### src/rtl/core/sps_fifo.sv
// ----------------------------------------------------------------------------
// sps_fifo
// Small synchronous FIFO used for the job queue and the result queue.
// ----------------------------------------------------------------------------
module sps_fifo #(
    parameter int W     = 8,
    parameter int DEPTH = 4
) (
    input  logic         i_clk,
    input  logic         i_rst_n,
    input  logic         i_push,
    input  logic [W-1:0] i_wdata,
    output logic         o_full,
    input  logic         i_pop,
    output logic [W-1:0] o_rdata,
    output logic         o_empty
);

    localparam int PTR_W = $clog2(DEPTH);
    localparam int CNT_W = $clog2(DEPTH + 1);

    logic [W-1:0]     r_mem [DEPTH];
    logic [PTR_W-1:0] r_wr_ptr, n_wr_ptr;
    logic [PTR_W-1:0] r_rd_ptr, n_rd_ptr;
    logic [CNT_W-1:0] r_count, n_count;
    logic             do_push, do_pop;

    assign o_full  = (r_count == CNT_W'(DEPTH));
    assign o_empty = (r_count == '0);
    assign o_rdata = r_mem[r_rd_ptr];
    assign do_push = i_push && !o_full;
    assign do_pop  = i_pop && !o_empty;

    // pointer and fill count update
    always_comb begin
        n_wr_ptr = do_push ? r_wr_ptr + 1'b1 : r_wr_ptr;
        n_rd_ptr = do_pop ? r_rd_ptr + 1'b1 : r_rd_ptr;
        n_count  = r_count;
        if (do_push && !do_pop) begin
            n_count = r_count + 1'b1;
        end else if (do_pop && !do_push) begin
            n_count = r_count - 1'b1;
        end
    end

    always_ff @(posedge i_clk) begin
        if (!i_rst_n) begin
            r_wr_ptr <= '0;
            r_rd_ptr <= '0;
            r_count  <= '0;
        end else begin
            r_wr_ptr <= n_wr_ptr;
            r_rd_ptr <= n_rd_ptr;
            r_count  <= n_count;
        end
    end

    // storage
    always_ff @(posedge i_clk) begin
        if (do_push) begin
            r_mem[r_wr_ptr] <= i_wdata;
        end
    end

endmodule

### config.mk
export PLATFORM = sky130hd
export DESIGN_NAME = sps_fifo
export DESIGN_NICKNAME = d
export VERILOG_FILES = /design/src/rtl/core/sps_fifo.sv
export SDC_FILE = /design/constraint.sdc
export NUM_CORES = 1
export LEC_CHECK = 0
export BUFFER_PORTS_ARGS = -buffer_cell sky130_fd_sc_hd__buf_2
export CAP_MARGIN = 20
export CORE_MARGIN = 1.5
export CORE_UTILIZATION = 40
export CTS_CLUSTER_DIAMETER = 80
export DETAILED_ROUTE_END_ITERATION = 10
export PLACE_DENSITY = 0.62
export SLEW_MARGIN = 20
export SYNTH_ARGS = -nofsm -noshare
export SYNTH_HDL_FRONTEND = slang
export SYNTH_SLANG_ARGS = --single-unit
### constraint.sdc
create_clock -name i_clk -period 5.7 [get_ports i_clk]
set_clock_uncertainty 0.1 [all_clocks]
set_input_delay 0.57 -clock i_clk [delete_from_list [all_inputs] [get_ports i_clk]]
set_output_delay 0.57 -clock i_clk [all_outputs]
set_load 0.005 [all_outputs]
# Word level (Yosys, flattened, before mapping)
# Memories as Yosys holds them, arrays and structs flattened. A register that Yosys moved wholly into a read port is not among the register bits.
# Cells that the tools add are included.
# Widths: inputs -> output; s select.
op_classes:
  add_sub_neg: 4
  n_eq_ne: 1
  mux: 6
  reduce_logical: 10
op_table:
  columns: ["op", "n"]
  rows:
  - ["$mux 3", 2]
  - ["$add 2x1->2 const B", 2]
  - ["$logic_and 1x1->1", 4]
  - ["$logic_not 1->1", 4]
  - ["$mux 2", 2]
  - ["$add 3x1->3 const B", 1]
  - ["$eq 3x3->1 const B", 1]
  - ["$logic_not 3->1", 1]
  - ["$sub 3x1->3 const B", 1]
  - ["$mux 1", 2]
  - ["$reduce_bool 2->1", 1]
word_totals:
  register_bits: 7
  ram_bits: 32
  in_bits: 12
  out_inout_bits: 10
  word_cells: 25
  memories: 1
mem_list:
  columns: ["memory", "words", "word_bits", "rd", "rd_clocked_by_memory_dff", "write_ports", "line_no", "rtl"]
  rows:
  - ["r_mem", 4, 8, 1, 1, 1, "22", "logic [W-1:0] r_mem [DEPTH];"]

# Longest topological paths before layout
depth:
  depth_word: 7
  mapped_depth: 9
  ltp_nobuf: 8

# Worst setup path after synthesis
# Ideal clock, no wire load.
synth_timing:
  path_kind: "in2reg"
  startpoint: "input i_push"
  endpoint: "register r_count[2]"
  setup_time_ps: 70
  arrival_time_ps: 1981
  required_ps: 5530
  path_slack_ps: 3549
  stages: 8
  path_buffers: 1
  path_cell_list: "nor2b_1 > buf_6 > ha_1 > inv_1 > fa_1 > xor2_1 > or3_1 > a21boi_1"
synth_between:
  elab_chain_cells: 4
synth_rtl:
  columns: ["item", "line_no", "rtl"]
  rows:
  - ["start, declared", "11", "input logic i_push,"]
  - ["$logic_and 1x1->1 *", "31", "assign do_push = i_push && !o_full;"]
  - ["net do_push", "26", "logic do_push, do_pop;"]
  - ["$logic_not 1->1", "41", "end else if (do_pop && !do_push) begin"]
  - ["$logic_and 1x1->1", "41", null]
  - ["$reduce_bool 2->1 (no source line)", null, null]
  - ["end signal, assigned", "54", "r_count <= n_count;"]
  - ["end, declared", "25", "logic [CNT_W-1:0] r_count, n_count;"]
# Mark *: on every way through the listed nets, which the timed path passes. The rest lies on a longest branch.
# A chain may end at the register's enable or synchronous reset.

# Final worst setup path
layout_timing:
  startpoint: "register r_count[0]"
  endpoint: "register r_count[2]"
layout_between:
  elab_chain_cells: 6
layout_rtl:
  columns: ["item"]
  rows:
  - ["parallel branches: the longest is 6 deep, another holds $sub 3x1->3"]
# Parallel ways; which one is timed is not known. The select of a mux whose other input is x is not followed.

==> key figures <==
Run status
  • Outcome: complete, no violations

Logic synthesis
  • Post-synthesis sequential area ratio: 0.6962
  • Share of the synthesized area in the top cell type: 0.5863
  • Ranking of synthesized cells by area: edfxtp_1 59%, dfxtp_1 11%, mux4_2 11%, ha_1 3.8%, and2_1 3.1%
  • #FFs+latches synth: 41
  • Mapped cell area: 1639 sq um
  • Top-count cell post-synth: edfxtp_1
  • Cell variety after synth: 23
  • Post-synth EDFFs: 32
  • Async SR Flop Fraction: 0
  • Synth area leader: edfxtp_1
  • Synth top cells by count: 32 x edfxtp_1, 9 x dfxtp_1, 8 x and2_1, 8 x mux4_2, 5 x ha_1
  • Ys Warns: 0
  • Post-Syn Instances: 90
  • Synth Flop Type: edfxtp_1
  • Syn avg cell area: 18.21 sq um
  • Post-Syn Nets: 108

Setup path
  • Worst path required time: 5.82 ns
  • Crit Path Category: register to register
  • CP endpoint kind: register
  • Cells along the critical path: nor3b_2 -> nor2b_1 -> ha_1 -> inv_1 -> fa_1 -> xor2_1 -> or3_1 -> a21boi_1
  • Crit path DAT: 2.58 ns
  • Critical path's largest stage delay: 0.50 ns
  • Critical Path Start Type: register
  • R2R cell count: 8
  • Crit-path slowest cell: dfxtp_1
  • Crit path max fanout: 7

STA
  • Final Hold Vio Count: 0
  • Fmax: 0.4069 GHz
  • RSZ-0062 raised after global routing: false
  • Rel. slew slack: 0.6168
  • Tightest Pin Transition: 0.5740 ns
  • Final min period: 2.457 ns
  • Period utilization: 0.4311
  • # setup viols final: 0
  • TNS Setup: 0 ns
  • Final WS setup: 3.243 ns
  • Max Slew Vio Count: 0

Route
  • Remaining DRCs: 0
  • Vias: 814
  • Detail Route Antenna Nets: 0
  • DR iter-0 viols: 46
  • Post-DR wirelength/cell: 15.49 um
  • Vias per std cell: 4.933
  • Drt pass-1 iters: 4
  • Final WL: 2.556 mm

Floorplan
  • IO Count: 22
  • Cell Rows: 23
  • Starting density of the core: 0.4127
  • Chip Width: 67.02 um
  • Die Y: 67.02 um
  • CORE AREA: 3971 sq um
  • Die footprint: 4491 sq um

Pwr
  • PwrDens: 436.5 nW/um^2
  • Tot Pwr: 0.8286 mW
  • LEAKAGE: 0.6800 nW
  • Worst IR Drop VDD: 0.0002334 V

Cells and area
  • Non-filler cells, final: 165
  • Share of layout cells above drive strength 1: 0.3391
  • Antenna cells: 0
  • Final #Nets: 132
  • Synthesis-to-finish area growth: 15.80%

Place
  • Placed insts: 157
  • Input/output buffers: 21
  • Global placer's final weighted congestion: 0.6259
  • Post-DP HPWL: 1.749 mm
  • DP Worst Slack: 3.163 ns

Clock network
  • Post-CTS Resized: 0
  • Post-CTS Setup Repair Bufs: 0
  • H-tree levels: 2
  • Clock Root Buffer: clkbuf_8
  • Clk sinks: 41
  • CTS buffer count: 5
  • # hold bufs at CTS: 0
  • Worst-path clk slew: 0.08 ns
  • Clk buf depth: 2
  • Worst-Skew Late Latency: 0.29 ns
  • CTS tree: built

Min path
  • Hold crit path type: input pin to register
  • Hold Crit Depth: 1

GRT
  • Overflow after GRT: 0
  • Total global routing track utilization: 0.1346
  • First-pass GRT wire length: 4.174 mm
  • Vias in the first global route: 863
  • Largest net degree at the start of global routing: 15
  • Antenna violations before repair: 0

Job
  • Max-cap check violation count: 0
[path summary, 6_finish.rpt]
path	startpoint	endpoint	slack [ns]
max	r_count[0]	r_count[2]	3.24
min	i_wdata[2]	r_mem[1][2]	0.39
max reg2reg	r_count[0]	r_count[2]	3.24
min reg2reg	r_wr_ptr[1]	r_wr_ptr[1]	0.40
[worst max-delay path, delay by kind of cell (launching register included)]
kind	cells	cell delay (ns)
AOI/OAI and AO/OA	1	0.14
xor gates and xnor gates	1	0.16
adders and majority gates	2	0.65
buffers and inverters	1	0.06
DFF	1	0.50
and+or+nand+nor	3	0.79
[final cells by class]
| cell class | instances | area, sq um |
|---|---|---|
| Clock inverter | 3 | 46.29 |
| Inverter | 3 | 11.26 |
| Clock buffer | 5 | 68.82 |
| Tap cell | 50 | 62.56 |
| Multi-Input combinational cell | 42 | 462.9 |
| Fill cell | 361 | 2073 |
| Timing Repair Buffer | 21 | 105.1 |
| Sequential cell | 41 | 1141 |
[cells by family (layout without fill, tap and decap cells)]
group                    Yosys count  after routing  share of synthesized area
flip-flops                        41             41                     0.6962
AND/OR/NAND/NOR                   17             17                    0.06183
multiplexers                      11             11                     0.1282
buffers and inverters              7             32                    0.02137
adder cells (fa/ha/maj)            6              6                    0.05038
AO/OA/AOI/OAI                      4              4                    0.02061
XOR/XNOR                           4              4                    0.02138
[where the power goes]
part	total [mW]	switching [mW]	internal, mW
logic	0.186	0.0760	0.110
clock network	0.230	0.0987	0.131
registers	0.413	0.0451	0.368
total	0.829	0.220	0.609
[stage by stage]
| stage | cell area, sq um | utilization | hold WS (ns) |
|---|---|---|---|
| final | 1898 | 0.4779 | 0.3929 |
| after global placement | 1783 | 0.4490 | 0.3839 |
| after CTS | 1898 | 0.4779 | 0.3796 |
| after floorplan | 1639 | - | 0.3677 |
| after global routing | 1898 | 0.4779 | 0.3879 |
| after detailed placement | 1783 | 0.4490 | 0.3935 |
[metal layers]
layer | global-route usage | part of all wire | vias to the layer above
met3 | 0.04054 | 0.035 | 4
met1 | 0.1611 | 0.41 | 410
met4 | 0.06122 | 0.016 | 0
li1 | - | - | 383
met5 | 0 | 0 | -
met2 | 0.2215 | 0.54 | 17
[registers in the layout (all words and copies together) (netlist names), named ones only]
register	flops
r_wr_ptr	2
r_mem	32
r_count	3
r_rd_ptr	2
[placed cells by master (no fill, tap or decap)]
cell type	Yosys	routed
inv_1	3	3
clkinv_4	0	1
clkbuf_8	0	5
fa_1	1	1
or3_1	1	1
nand2_1	4	4
buf_2	1	21
and2_1	8	8
clkinvlp_4	0	1
o31ai_2	1	1
ha_1	5	5
o311ai_1	1	1
bufinv_16	0	1
edfxtp_1	32	32
a21boi_1	1	1
xnor2_1	3	3
nor3b_2	1	1
nor2b_1	2	2
mux4_2	8	8
dfxtp_1	9	9
xor2_1	1	1
nor3_1	1	1
mux2i_1	3	3
o21ai_0	1	1
(Power assumes the default switching activity.)
