[src/rtl/core/sps_pkg.sv]
// ----------------------------------------------------------------------------
// sps_pkg
// Shared types and constants of the shortest path search core.
// ----------------------------------------------------------------------------
package sps_pkg;

    // Field widths
    localparam int CMD_W   = 2;
    localparam int VTX_W   = 10;
    localparam int WGT_W   = 16;
    localparam int DIST_W  = 32;
    localparam int CFG_W   = 11;
    localparam int STAT_W  = 2;

    // Defaults of the module parameters
    localparam int DEF_MAX_VERTICES = 1024;
    localparam int DEF_MAX_EDGES    = 4096;

    // Vertex count after reset
    localparam int VCOUNT_RESET = 1024;

    // Queue depths between the parts
    localparam int JOBQ_DEPTH = 4;
    localparam int RESQ_DEPTH = 4;

    localparam logic [DIST_W-1:0] DIST_TOP = '1;

    typedef enum logic [CMD_W-1:0] {
        CMD_ADD   = 2'd0,
        CMD_QUERY = 2'd1,
        CMD_CLEAR = 2'd2,
        CMD_NONE  = 2'd3
    } t_cmd;

    typedef enum logic [STAT_W-1:0] {
        ST_OK      = 2'd0,
        ST_FULL    = 2'd1,
        ST_RANGE   = 2'd2,
        ST_UNREACH = 2'd3
    } t_status;

    typedef enum logic [1:0] {
        JOB_DONE  = 2'd0,
        JOB_ADD   = 2'd1,
        JOB_CLEAR = 2'd2,
        JOB_QUERY = 2'd3
    } t_job_kind;

    typedef struct packed {
        t_job_kind        kind;
        t_status          status;
        logic [VTX_W-1:0] va;
        logic [VTX_W-1:0] vb;
        logic [WGT_W-1:0] weight;
    } t_job;

    typedef struct packed {
        t_status           status;
        logic [DIST_W-1:0] length;
    } t_result;

    typedef struct packed {
        logic [VTX_W-1:0] a;
        logic [VTX_W-1:0] b;
        logic [WGT_W-1:0] weight;
    } t_edge;

    typedef struct packed {
        logic              reached;
        logic              settled;
        logic [DIST_W-1:0] length;
    } t_vword;

    typedef enum logic [2:0] {
        ENG_IDLE,
        ENG_INIT,
        ENG_SCAN,
        ENG_RLX_RD,
        ENG_RLX_EV,
        ENG_RLX_WR
    } t_eng_state;

endpackage

[src/rtl/core/sps_front.sv]
// ----------------------------------------------------------------------------
// sps_front
// Holds the vertex count register and classifies each incoming transaction
// into a job for the engine: range errors and no-op commands are resolved here.
// ----------------------------------------------------------------------------
module sps_front #(
    parameter int MAX_VERTICES = sps_pkg::DEF_MAX_VERTICES
) (
    input  logic                        i_clk,
    input  logic                        i_rst_n,
    input  logic                        i_cfg_wr_en,
    input  logic [sps_pkg::CFG_W-1:0]   i_cfg_wr_data,
    input  logic [sps_pkg::CMD_W-1:0]   i_command,
    input  logic [sps_pkg::VTX_W-1:0]   i_first_vertex,
    input  logic [sps_pkg::VTX_W-1:0]   i_second_vertex,
    input  logic [sps_pkg::WGT_W-1:0]   i_edge_weight,
    output sps_pkg::t_job               o_job,
    output logic [sps_pkg::CFG_W-1:0]   o_live_count
);
    import sps_pkg::*;

    logic [CFG_W-1:0] r_vcount;
    logic             range_ok;

    // vertex count register
    always_ff @(posedge i_clk) begin
        if (!i_rst_n) begin
            r_vcount <= CFG_W'(VCOUNT_RESET);
        end else if (i_cfg_wr_en) begin
            r_vcount <= i_cfg_wr_data;
        end
    end

    // count in use, capped at the build limit
    assign o_live_count = (32'(r_vcount) < MAX_VERTICES) ? r_vcount : CFG_W'(MAX_VERTICES);

    assign range_ok = ({1'b0, i_first_vertex} < o_live_count)
                   && ({1'b0, i_second_vertex} < o_live_count);

    // classify
    always_comb begin
        o_job.kind   = JOB_DONE;
        o_job.status = ST_OK;
        o_job.va     = i_first_vertex;
        o_job.vb     = i_second_vertex;
        o_job.weight = i_edge_weight;
        unique case (t_cmd'(i_command))
            CMD_ADD: begin
                if (range_ok) o_job.kind = JOB_ADD;
                else          o_job.status = ST_RANGE;
            end
            CMD_QUERY: begin
                if (range_ok) o_job.kind = JOB_QUERY;
                else          o_job.status = ST_RANGE;
            end
            CMD_CLEAR: o_job.kind = JOB_CLEAR;
            CMD_NONE:  o_job.kind = JOB_DONE;
        endcase
    end

endmodule

[config.mk]
export PLATFORM = sky130hd
export DESIGN_NAME = sps_front
export DESIGN_NICKNAME = d
export VERILOG_FILES = /design/src/rtl/core/sps_pkg.sv /design/src/rtl/core/sps_front.sv
export SDC_FILE = /design/constraint.sdc
export NUM_CORES = 1
export LEC_CHECK = 0
export BUFFER_PORTS_ARGS = -buffer_cell sky130_fd_sc_hd__buf_4
export CORE_ASPECT_RATIO = 2
export CORE_UTILIZATION = 41
export DETAILED_ROUTE_END_ITERATION = 8
export PLACE_DENSITY = 0.95
export SYNTH_ARGS = -nofsm -noshare
export SYNTH_HDL_FRONTEND = slang
export SYNTH_SLANG_ARGS = --single-unit
[constraint.sdc]
create_clock -name i_clk -period 3.7 [get_ports i_clk]
set_input_delay 0.74 -clock i_clk [delete_from_list [all_inputs] [get_ports i_clk]]
set_output_delay 0.74 -clock i_clk [all_outputs]
set_load 0.05 [all_outputs]
# ---- Word-level counts from Yosys, hierarchy flattened
# Cells that the tools add are included.
dict set report classes {
  n_lt_le_gt_ge 3
  n_eq_ne 3
  n_mux 6
  n_reduce_logical 3
}
# op n
set ops {}
lappend ops {{$lt 10x11->1} 2}
lappend ops {{$lt 11x11->1 const B} 1}
lappend ops {{$mux 11} 1}
lappend ops {{$pmux 2 s4} 1}
lappend ops {{$mux 2} 3}
lappend ops {{$eq 2x2->1 const B} 2}
lappend ops {{$eq 2x1->1 const B} 1}
lappend ops {{$logic_not 2->1} 1}
lappend ops {{$reduce_or 2->1} 1}
lappend ops {{$logic_and 1x1->1} 1}
lappend ops {{$mux 1} 1}
dict set report word_totals {
  regBits 11
  input_bits 52
  out_inout_bits 51
}

# ---- Longest topological paths before layout
dict set report depth {
  ltp_word 6
  mapped_depth 8
  mapped_depth_nobuf 7
}

# ---- Least setup slack after synthesis
# Ideal clock, no wire load.
dict set report synth_path {
  path_kind {flip-flop to output port}
  startpoint {register r_vcount[10]}
  endpoint {output port o_job[38] in the netlist's numbering}
  arrival_ns 2.260
  path_slack_ns 0.700
  stages_incl_launch_ff 9
  n_path_buf 1
  path_cell_list {dfxtp_1 > inv_2 > clkbuf_1 > nand2_1 > ha_1 > a21oi_1 > o221ai_1 > a222oi_1 > and3_1}
}
# element line
set synth_lines {}
lappend synth_lines {{from (decl)} sps_front.sv:22} ;# logic [CFG_W-1:0] r_vcount;
lappend synth_lines {{from (signal assigned)} sps_front.sv:28} ;# r_vcount <= CFG_W'(VCOUNT_RESET);
lappend synth_lines {{from (signal assigned)} sps_front.sv:30} ;# r_vcount <= i_cfg_wr_data;
lappend synth_lines {{to (decl)} sps_front.sv:17} ;# output sps_pkg::t_job o_job,

==> results.json <==
{
  "synthMostInstantiatedCell": "buf_4",
  "critical_path.endpoint_type": "primary output",
  "worst_path_required_time_ps": 2960,
  "layout-drive-gt1-share": 0.409,
  "cts_max_path_buffers": 2,
  "p_switching_mw": 0.156,
  "synth_area_leaders": "buf_4, ha_1, dfxtp_1",
  "boundaryPins": 103,
  "place.gp.congestion": 0.755,
  "synth_commonest_cells": "buf_4, ha_1, nand2_1, inv_1",
  "cts_root_buf": "clkbuf_8",
  "post_cts.resized_instances": 0,
  "worst_r2r_path_depth": 2,
  "ant_nets": 0,
  "wl_per_cell_um": 13.0,
  "cellPowerDensity_nw_per_um2": 285,
  "largest_net_degree_at_the_start_of_global_routing": 13,
  "synthFlopType": "dfxtp_1",
  "fmax_mhz": 312,
  "drt_iter0_markers": 8,
  "std_cell_rows": 27,
  "area.sequential_um2": 220,
  "synthArstFlopShare": 0,
  "clock_skew_ps": 0,
  "result_of_the_run": "complete, no violations",
  "die_h_um": 78.7,
  "multi_input_area_um2": 639,
  "arrival_ps": 2470,
  "synth_cells": 149,
  "worst_hold_path_type": "reg -> reg",
  "port_buffers": 69,
  "clock_sinks": 11,
  "cellLeakagePower_nw": 0.842,
  "grt_first_pass_wirelength_um": 3960,
  "number_of_clock_buffers_inserted_by_tritoncts": 3,
  "ys_types": 26,
  "place_hpwl_um": 2390,
  "synth_top_cell_by_area": "buf_4",
  "synthesis.nets": 219,
  "finalCriticalPeriod_ps": 3210,
  "detail_route.first_pass.iterations": 4,
  "route.detailed.drc": 0,
  "grt_antenna_before_repair": 0,
  "grt-ovfl-total": 0,
  "finalMaxSlewViolations": 0,
  "number_of_stages_on_the_worst_hold_path": 2,
  "finalSetupViolations": 0,
  "cts_setup_buffers": 0,
  "final_util": 0.544,
  "cts_htree_levels": 1,
  "worst-setup-path-type": "reg -> out",
  "fin_crit_sh": 0.867,
  "share_seq_of_total_power": 0.305,
  "largest-register": "r_vcount",
  "yosys_register_bits": 11,
  "hold_violations": 0,
  "grt_setup_unrepaired": "no",
  "cts_tree": "yes",
  "tns_ps": 0,
  "antenna_cells": 0,
  "synth_enable_flop_cells": 0,
  "cts_hold_buffers": 0,
  "worst_skew_pair.late_latency_ps": 230,
  "num-nets-final": 252,
  "first_global_vias": 1009,
  "fp.dieArea_um2": 3180,
  "worst_setup_path_start_kind": "flop",
  "design.core.area_um2": 2770,
  "floorplan.initialDensity": 0.435,
  "post_dr_vias_cell": 4.98,
  "fraction_of_power_consumed_by_the_clock_network": 0.270,
  "flow.area_growth_from_synthesis_pct": 25.0,
  "p_int_mw": 0.273,
  "power.share.combinational": 0.425,
  "syn_area_per_cell_um2": 8.10,
  "netlist_area_um2": 1210,
  "largest_registers": "r_vcount: 11 flops",
  "maxCapViolCount": 0,
  "ir_worst_vdd_v": 0.000273,
  "synth.yosys.warnings": 0,
  "synth_sequential_area_ratio": 0.183,
  "swShare": 0.364,
  "chipWidth_um": 40.4,
  "yosysTopAreaCellShare": 0.237,
  "routed-via-count": 1045,
  "critical_path_peak_fanout": 12,
  "grtUsageTotal": 0.172,
  "routed_wirelength_um": 2720,
  "clk_transition_reported_paths_ps": 50,
  "fillCellCount": 272,
  "largest_reg_flops": 11
}
-- final timing paths --
| path | slack [ps] | startpoint | to |
|---|---|---|---|
| setup / recovery | 490 | r_vcount[10]$_SDFFE_PN1P_ | o_job[39] |
| hold / removal | 520 | r_vcount[3]$_SDFFE_PN0P_ | r_vcount[3]$_SDFFE_PN0P_ |
| setup reg to reg | 2880 | r_vcount[10]$_SDFFE_PN1P_ | r_vcount[10]$_SDFFE_PN1P_ |
| hold reg to reg | 520 | r_vcount[3]$_SDFFE_PN0P_ | r_vcount[3]$_SDFFE_PN0P_ |
-- power groups by stage --
stage                     clock (mW)  combinational (mW)  sequential [mW]
after CTS                      0.119               0.184            0.131
after global routing           0.126               0.195            0.132
after detailed placement           0               0.183            0.133
after global placement             0               0.179            0.133
after floorplan                    0               0.177            0.132
final                          0.116               0.182            0.131
-- metal layers --
layer	wire [µm]	vias up	part of all wire	GRT usage
li1	-	522	-	-
met1	875	461	0.32	0.152
met2	1580	44	0.58	0.317
met3	140	18	0.051	0.00838
met4	130	0	0.048	0.123
met5	0	-	0	0
-- critical path, stage by stage, from the launching register on --
cell and delay [ps]:
dfxtp_1 360, inv_2 200, nand2_1 150, ha_1 330, a21oi_1 170, o221ai_1 130
a222oi_1 490, a31o_1 220, buf_4 190
-- metrics by stage --
stage	instance area, µm²	cells	total power [mW]	hold WS, ps	worst slack [ps]
after floorplan	1210	149	0.309	482	700
after global placement	1460	206	0.312	496	643
after detailed placement	1460	206	0.317	507	592
after CTS	1510	210	0.434	519	474
after global routing	1510	210	0.453	536	313
final	1510	210	0.429	516	491
-- cell type report --
type                       instances  share of cell area
clock buffer                       4              0.0299
inverter                          13              0.0324
multi-input combinational         84               0.424
sequential                        11               0.146
tap                               29              0.0241
timing repair buffer              69               0.344
-- cell usage in the layout (no fill, tap or decap) --
cell       n
a21oi_1    9
dfxtp_1   11
nor2b_1   11
o211ai_1   1
buf_4     69
a222oi_1   1
conb_1     1
a32oi_1    1
and4_1     1
o21ai_0    4
ha_1      18
clkbuf_1   1
inv_2      1
mux2i_1   10
and2_1     1
and3_1     1
clkbuf_8   3
nor2_1     3
inv_1     12
nand2_1   15
a31o_1     1
and4_4     1
nor3b_1    2
and4b_1    1
and2b_1    1
o221ai_1   1
-- cell families (layout without fill, tap and decap cells) --
family	Yosys count	after routing	synth area share
AO/OA/AOI/OAI	18	18	0.0903
adder cells (fa/ha/maj)	18	18	0.187
buffers and inverters	54	86	0.287
flip-flops	11	11	0.183
multiplexers	10	10	0.0830
other	1	1	0.00311
AND/OR/NAND/NOR	37	37	0.167
(Power assumes the default switching activity.)
